**src/hdl/icadm_pkg.sv**
```systemverilog
// Shared types and constants for the interval capacity admission block.
package icadm_pkg;

  localparam int unsigned NUM_POSITIONS_DEF = 1024;
  localparam int unsigned POS_W = 11;
  localparam int unsigned AMT_W = 16;
  localparam int unsigned CFG_IDX_W = 1;
  localparam int unsigned CFG_DATA_W = 16;

  localparam logic [CFG_IDX_W-1:0] CFG_CAPACITY = 1'b0;
  localparam logic [CFG_IDX_W-1:0] CFG_POSITIONS = 1'b1;

  localparam logic [AMT_W-1:0] CAPACITY_RST = 16'd0;
  localparam logic [POS_W-1:0] POSITIONS_RST = 11'd1024;

  typedef enum logic [3:0] {
    OP_NONE   = 4'd0,
    OP_CLEAR  = 4'd1,
    OP_START  = 4'd2,
    OP_QTAG   = 4'd3,
    OP_QSEL   = 4'd4,
    OP_QFIN   = 4'd5,
    OP_DECIDE = 4'd6,
    OP_RDCL   = 4'd7,
    OP_RDCR   = 4'd8,
    OP_RDT    = 4'd9,
    OP_RDS    = 4'd10,
    OP_WPR    = 4'd11,
    OP_WSL    = 4'd12,
    OP_WSR    = 4'd13
  } icadm_op_e;

  typedef struct packed {
    icadm_op_e op;
    logic      load;
    logic      push;
  } icadm_cmd_t;

  typedef struct packed {
    logic clr_done;
    logic empty;
    logic last_level;
    logic update;
  } icadm_status_t;

endpackage

```
**src/hdl/icadm_ctrl.sv**
```systemverilog
// Controller: sequences the clearing pass, the query walk and the update walk.
module icadm_ctrl (
  input  logic                      clk_i,
  input  logic                      rst_ni,
  input  logic                      in_valid_i,
  output logic                      in_stall_o,
  output logic                      out_valid_o,
  input  logic                      out_stall_i,
  output icadm_pkg::icadm_cmd_t     cmd_o,
  input  icadm_pkg::icadm_status_t  status_i
);
  import icadm_pkg::*;

  typedef enum logic [14:0] {
    S_CLEAR  = 15'h0001,
    S_IDLE   = 15'h0002,
    S_START  = 15'h0004,
    S_QTAG   = 15'h0008,
    S_QSEL   = 15'h0010,
    S_QFIN   = 15'h0020,
    S_DECIDE = 15'h0040,
    S_RDCL   = 15'h0080,
    S_RDCR   = 15'h0100,
    S_RDT    = 15'h0200,
    S_RDS    = 15'h0400,
    S_WPR    = 15'h0800,
    S_WSL    = 15'h1000,
    S_WSR    = 15'h2000,
    S_DONE   = 15'h4000
  } state_e;

  state_e state_q, state_d;
  logic out_valid_q;
  logic slot_free;

  assign slot_free = !out_valid_q || !out_stall_i;
  assign in_stall_o = (state_q != S_IDLE);
  assign out_valid_o = out_valid_q;

  always_comb begin
    state_d = state_q;
    cmd_o.op = OP_NONE;
    cmd_o.load = 1'b0;
    cmd_o.push = 1'b0;
    unique case (state_q)
      S_CLEAR: begin
        cmd_o.op = OP_CLEAR;
        if (status_i.clr_done) begin
          state_d = S_IDLE;
        end
      end
      S_IDLE: begin
        if (in_valid_i) begin
          cmd_o.load = 1'b1;
          state_d = S_START;
        end
      end
      S_START: begin
        cmd_o.op = OP_START;
        state_d = status_i.empty ? S_DECIDE : S_QTAG;
      end
      S_QTAG: begin
        cmd_o.op = OP_QTAG;
        state_d = S_QSEL;
      end
      S_QSEL: begin
        cmd_o.op = OP_QSEL;
        state_d = status_i.last_level ? S_QFIN : S_QTAG;
      end
      S_QFIN: begin
        cmd_o.op = OP_QFIN;
        state_d = S_DECIDE;
      end
      S_DECIDE: begin
        cmd_o.op = OP_DECIDE;
        // The leaf level has nothing to rebuild, so it starts at the span reads.
        state_d = status_i.update ? S_RDS : S_DONE;
      end
      S_RDCL: begin
        cmd_o.op = OP_RDCL;
        state_d = S_RDCR;
      end
      S_RDCR: begin
        cmd_o.op = OP_RDCR;
        state_d = S_RDT;
      end
      S_RDT: begin
        cmd_o.op = OP_RDT;
        state_d = S_RDS;
      end
      S_RDS: begin
        cmd_o.op = OP_RDS;
        state_d = S_WPR;
      end
      S_WPR: begin
        cmd_o.op = OP_WPR;
        state_d = S_WSL;
      end
      S_WSL: begin
        cmd_o.op = OP_WSL;
        state_d = S_WSR;
      end
      S_WSR: begin
        cmd_o.op = OP_WSR;
        state_d = status_i.last_level ? S_DONE : S_RDCL;
      end
      S_DONE: begin
        if (slot_free) begin
          cmd_o.push = 1'b1;
          state_d = S_IDLE;
        end
      end
      default: begin
        state_d = S_IDLE;
      end
    endcase
  end

  always_ff @(posedge clk_i or negedge rst_ni) begin
    if (!rst_ni) begin
      state_q <= S_CLEAR;
      out_valid_q <= 1'b0;
    end else begin
      state_q <= state_d;
      if (cmd_o.push) begin
        out_valid_q <= 1'b1;
      end else if (!out_stall_i) begin
        out_valid_q <= 1'b0;
      end
    end
  end

  a_result_from_done: assert property (@(posedge clk_i) disable iff (!rst_ni)
    $rose(out_valid_o) |-> $past(state_q == S_DONE))
    else $error("result beat raised outside the final state");

  a_update_nonempty: assert property (@(posedge clk_i) disable iff (!rst_ni)
    (state_q == S_RDCL || state_q == S_RDS) |-> !status_i.empty)
    else $error("update walk started for an empty range");

  a_result_held: assert property (@(posedge clk_i) disable iff (!rst_ni)
    (out_valid_o && out_stall_i) |=> out_valid_o)
    else $error("result beat dropped while stalled");

endmodule

```
**config.mk**
```make
export PLATFORM = sky130hd
export DESIGN_NAME = icadm_ctrl
export DESIGN_NICKNAME = d
export VERILOG_FILES = /design/src/hdl/icadm_pkg.sv /design/src/hdl/icadm_ctrl.sv
export SDC_FILE = /design/constraint.sdc
export NUM_CORES = 1
export LEC_CHECK = 0
export BUFFER_PORTS_ARGS = -buffer_cell sky130_fd_sc_hd__buf_2
export CAP_MARGIN = 20
export CORE_MARGIN = 5
export CORE_UTILIZATION = 45
export DETAILED_ROUTE_END_ITERATION = 7
export PLACE_DENSITY_LB_ADDON = 0.15
export SETUP_SLACK_MARGIN = 0.05
export SLEW_MARGIN = 20
export SYNTH_ARGS = -nofsm -noshare
export SYNTH_HDL_FRONTEND = slang
export SYNTH_SLANG_ARGS = --single-unit
```
**constraint.sdc**
```tcl
create_clock -name clk_i -period 2.8 [get_ports clk_i]
set_clock_uncertainty 0.2 [all_clocks]
set_input_delay 0.42 -clock clk_i [delete_from_list [all_inputs] [get_ports clk_i]]
set_output_delay 0.42 -clock clk_i [all_outputs]
set_load 0.05 [all_outputs]
```
**After elaboration in Yosys (flattened, before gate mapping)**

Index checks and enable logic that the tools add are counted.

- Reduce and logical (&&, ||, !) cells: 4
- Muxes and demuxes: 15
- Equal/unequal tests: 20

Operators with widths:

| cell | number |
|---|---|
| $pmux W15 S15 | 1 |
| $mux W15 | 5 |
| $pmux W4 S13 | 1 |
| $eq A15 B1 Y1 const B | 1 |
| $eq A15 B10 Y1 const B | 1 |
| $eq A15 B11 Y1 const B | 1 |
| $eq A15 B12 Y1 const B | 1 |
| $eq A15 B13 Y1 const B | 1 |
| $eq A15 B14 Y1 const B | 1 |
| $eq A15 B15 Y1 const B | 1 |
| $eq A15 B2 Y1 const B | 1 |
| $eq A15 B3 Y1 const B | 1 |
| $eq A15 B4 Y1 const B | 1 |
| $eq A15 B5 Y1 const B | 1 |
| $eq A15 B6 Y1 const B | 1 |
| $eq A15 B7 Y1 const B | 1 |
| $eq A15 B8 Y1 const B | 1 |
| $eq A15 B9 Y1 const B | 1 |
| $ne A15 B2 Y1 const B | 1 |
| $mux W7 | 1 |
| $mux W1 | 6 |
| $mux W6 | 1 |
| $ne A2 B2 Y1 const B | 3 |
| $reduce_and A3 Y1 | 1 |
| other kinds (3) | 4 |

- Output and inout port bits: 8
- Flip-flop bits (word level): 16

**Depth between registers and ports, before layout**

- Depth in word-level cells: 5
- Depth in mapped cells: 6
- Gate-level depth less buffers: 6

**Worst setup path after synthesis**

No wires, ideal clock.

- Path type: reg2out
- From: register state_q[5]
- To: output cmd_o[1] in the netlist's numbering
- Arrival time: 2201 ps
- Cell stages (with the launch flop): 5
- Buffers on the path: 0
- Data required time: 2180 ps
- Slack: -21 ps
- Path through: dfrtp_1 nor4_2 nand4_1 or3b_4 nor2_1

RTL lines:

| element | RTL line | text |
|---|---|---|
| start, declared | icadm_ctrl.sv:32 | `state_e state_q, state_d;` |
| start signal, assigned | icadm_ctrl.sv:124 | `state_q <= state_d;` |
| end, declared | icadm_ctrl.sv:9 | `output icadm_pkg::icadm_cmd_t cmd_o,` |

==> results.py <==
metrics = {
    "power_and_ir_drop": {
        "switching_share": 0.416,
        "irDropWorstVdd_mv": 0.566,
        "p_total_uw": 905,
        "p_comb_frac": 0.533,
        "p_int_uw": 528,
        "power_density_nw_per_um2": 695,
        "leakagePower_nw": 0.637,
        "clkPwrFrac": 0.138,
        "switching_power_uw": 377,
        "seqPwrFrac": 0.328,
    },
    "detailed_routing": {
        "drtPass1Iterations": 4,
        "wirelength_um": 2590,
        "drt_iter0_markers": 24,
        "wire_per_inst_um": 17.1,
        "ant_nets": 0,
        "wl_met1_um": 1100,
        "wl_met3_um": 135,
        "wl_met2_um": 1360,
        "avgViaCountPerCell": 5.93,
        "drc_errors": 0,
        "dr.max_layer_used": "met4",
        "vias": 901,
    },
    "clock_tree": {
        "cts_buffers": 3,
        "insertion_delay_ns": 0.28,
        "cts_tree": "yes",
        "cts.sinks": 16,
        "clk_pin_slew_ns": 0.09,
        "h-tree-depth": 1,
        "cts_max_path_buffers": 2,
        "clock-root-buffer": "clkbuf_4",
    },
    "die": {
        "die_h_um": 55.5,
        "die_w_um": 55.5,
        "dieArea_um2": 3080,
        "initial_utilization": 0.475,
        "fp.coreArea_um2": 1960,
        "ioPinCount": 16,
        "fp-row-count": 16,
    },
    "synth": {
        "synth_area_um2": 932,
        "yosys.cell_types.count": 32,
        "synthCells": 92,
        "syn-num-nets": 100,
        "avgSynthCellArea_um2": 10.1,
        "seq_area_frac_synth": 0.431,
        "yosysWarnings": 0,
        "synth-seq-cells": 16,
    },
    "setup_path": {
        "cp-end-kind": "output pin",
        "worstSetupPathType": "reg -> out",
        "crit_chain": "nor4_4, buf_4, nor3b_4, a311o_1, nand2b_1, buf_6",
        "r2r_start": "state_q[2]",
        "reg2regPathDepth": 5,
        "worstPathRequired_ns": 2.18,
        "slowest_stage": "dfrtp_2",
        "r2r_slack_ns": 0.74,
        "critPathTopFamily": "simple AND/OR/NAND/NOR gates",
        "arrival_ns": 2.10,
        "r2r-end": "state_q[14]",
        "path_buf_inv": 2,
        "cp-start-kind": "flip-flop",
        "slowest_delay_ns": 0.46,
        "worstPathMaxFanout": 5,
    },
    "cells_and_area": {
        "drive_above_1_share": 0.464,
        "antenna_cells": 0,
        "final_nets": 134,
        "syn2layout_area_growth_pct": 39.7,
        "fin_cells": 152,
        "fin_util": 0.664,
    },
    "timing": {
        "post-route-period-util": 0.972,
        "hold_violations": 0,
        "worstMarginPinSlew_ns": 0.390,
        "max_freq_mhz": 367,
        "finalSetupTns_ns": 0,
        "slew-limit-headroom": 0.737,
        "fin_crit_ns": 2.72,
        "setup_viol": 0,
        "rsz0062_at_grt": "true",
        "slew_violations": 0,
    },
    "status": {
        "status": "complete, no violations",
    },
    "worst_hold_path": {
        "hold_class": "in -> reg",
        "worstHoldStart": "status_i[3]",
        "worstHoldEndpoint": "state_q[0]",
        "worstHoldPathCells": 2,
    },
    "global_routing": {
        "grt_pass1_vias": 832,
        "grt_usage": 0.167,
        "grt_pass1_wl_um": 4060,
        "overflow": 0,
        "grt_max_degree": 17,
        "antenna_found_initial": 0,
    },
    "placed_design": {
        "io_buffers": 15,
        "dpl.hpwl_um": 1750,
        "place_inst": 136,
        "gp_congestion": 0.826,
    },
    "job": {
        "drv_cap": 0,
    },
}
-- registers in the layout (all words and copies together), names as in the netlist --
name and flops:
state_q 15, out_valid_o 1
-- cell families (layout without fill, tap and decap cells) --
kind of cell | count (synthesis) | count (layout) | synth area share
AOI/OAI and AO/OA | 9 | 9 | 0.0779
xor gates and xnor gates | 4 | 4 | 0.0376
buffers and inverters | 6 | 39 | 0.0242
DFF | 16 | 16 | 0.431
and+or+nand+nor | 57 | 57 | 0.430
-- placed cells by master (no fill, tap or decap), drive strengths merged, types with 2 or more instances in the layout --
master  netlist  routed
nor4b         5       5
buf           0      27
dfrtp        15      15
and3          3       3
nand3         7       7
o221ai        2       2
nor2         10      10
xor2          4       4
nand2         3       3
nor3b         6       6
nor4          4       4
nor3          3       3
inv           6       6
a21oi         2       2
nand4         6       6
and2          3       3
clkbuf        0       5
or4b          2       2
-- worst max path at each step --
stage	depth (start not counted)	end	slack, ns	startpoint
after detailed placement	5	cmd_o[4]	0.11	state_q[1]
after floorplan	4	cmd_o[1]	0.21	state_q[5]
after global routing	6	cmd_o[4]	0.002	state_q[10]
final	6	cmd_o[4]	0.08	state_q[10]
after global placement	5	cmd_o[4]	0.13	state_q[1]
after CTS	6	cmd_o[2]	0.05	state_q[1]
-- power groups by stage --
| stage | Sequential (mW) | Combinational [mW] | Clock [mW] |
|---|---|---|---|
| 6_report | 0.297 | 0.483 | 0.125 |
| 5_1_grt | 0.301 | 0.518 | 0.140 |
| 4_1_cts | 0.292 | 0.414 | 0.130 |
| 3_5_place_dp | 0.292 | 0.385 | 0 |
| 3_3_place_gp | 0.290 | 0.380 | 0 |
| 2_1_floorplan | 0.286 | 0.295 | 0 |
-- metal layers --
metal / GRT usage / up-vias
li1: - / 420
met1: 0.207 / 447
met2: 0.282 / 32
met3: 0.0559 / 2
met4: 0.0278 / 0
met5: 0 / -
-- worst register-to-register path: stages, from the launching register on --
cell      delay (ns)
dfrtp_1         0.47
nor4_4          0.35
and2_4          0.23
nand3_2         0.10
or4b_1          0.52
o221ai_1        0.11
-- per-stage QoR --
stage / hold slack [ns] / cell area [um^2] / worst slack [ns]
after floorplan: -0.0756 / 935 / 0.210
after global placement: 0.148 / 1060 / 0.132
after detailed placement: 0.150 / 1060 / 0.109
after CTS: 0.0528 / 1150 / 0.0536
after global routing: 0.0412 / 1300 / 0.00182
final: 0.0606 / 1300 / 0.0783
-- synth_stat cells (all sizes together) --
library cell,number,area [um^2]
a21o,1,7.51
a21oi,2,10.0
a311o,1,10.0
and2,3,23.8
and3,3,18.8
and4,1,8.76
dfrtp,15,375
dfstp,1,26.3
inv,6,22.5
nand2,3,11.3
nand2b,1,6.26
nand3,7,40.0
nand4,6,37.5
nand4b,1,8.76
nor2,10,37.5
nor3,3,20.0
nor3b,6,45.0
nor4,4,61.3
nor4b,5,43.8
o21ai,1,5.00
o221ai,2,17.5
o22ai,1,6.26
o32ai,1,16.3
or3,1,6.26
or3b,1,11.3
or4b,2,20.0
xor2,4,35.0
-- final cells by class --
type / count / area, um^2
multi-input combinational: 70 / 596
timing repair buffer: 29 / 214
clock buffer: 4 / 26.3
sequential: 16 / 410
tap: 27 / 33.8
fill: 169 / 659
inverter: 6 / 22.5
-- repair_timing --
action | 4_1_cts | 5_1_grt
buffers inserted | 1 | 10
pin swaps | 2 | 6
resized for setup | 10 | 21
setup endpoints to repair | 5 | 7
hold buffers | 1 | 0
endpoints found under the hold margin | 15 | 0
Note: power is estimated with default switching activity, not from simulation.
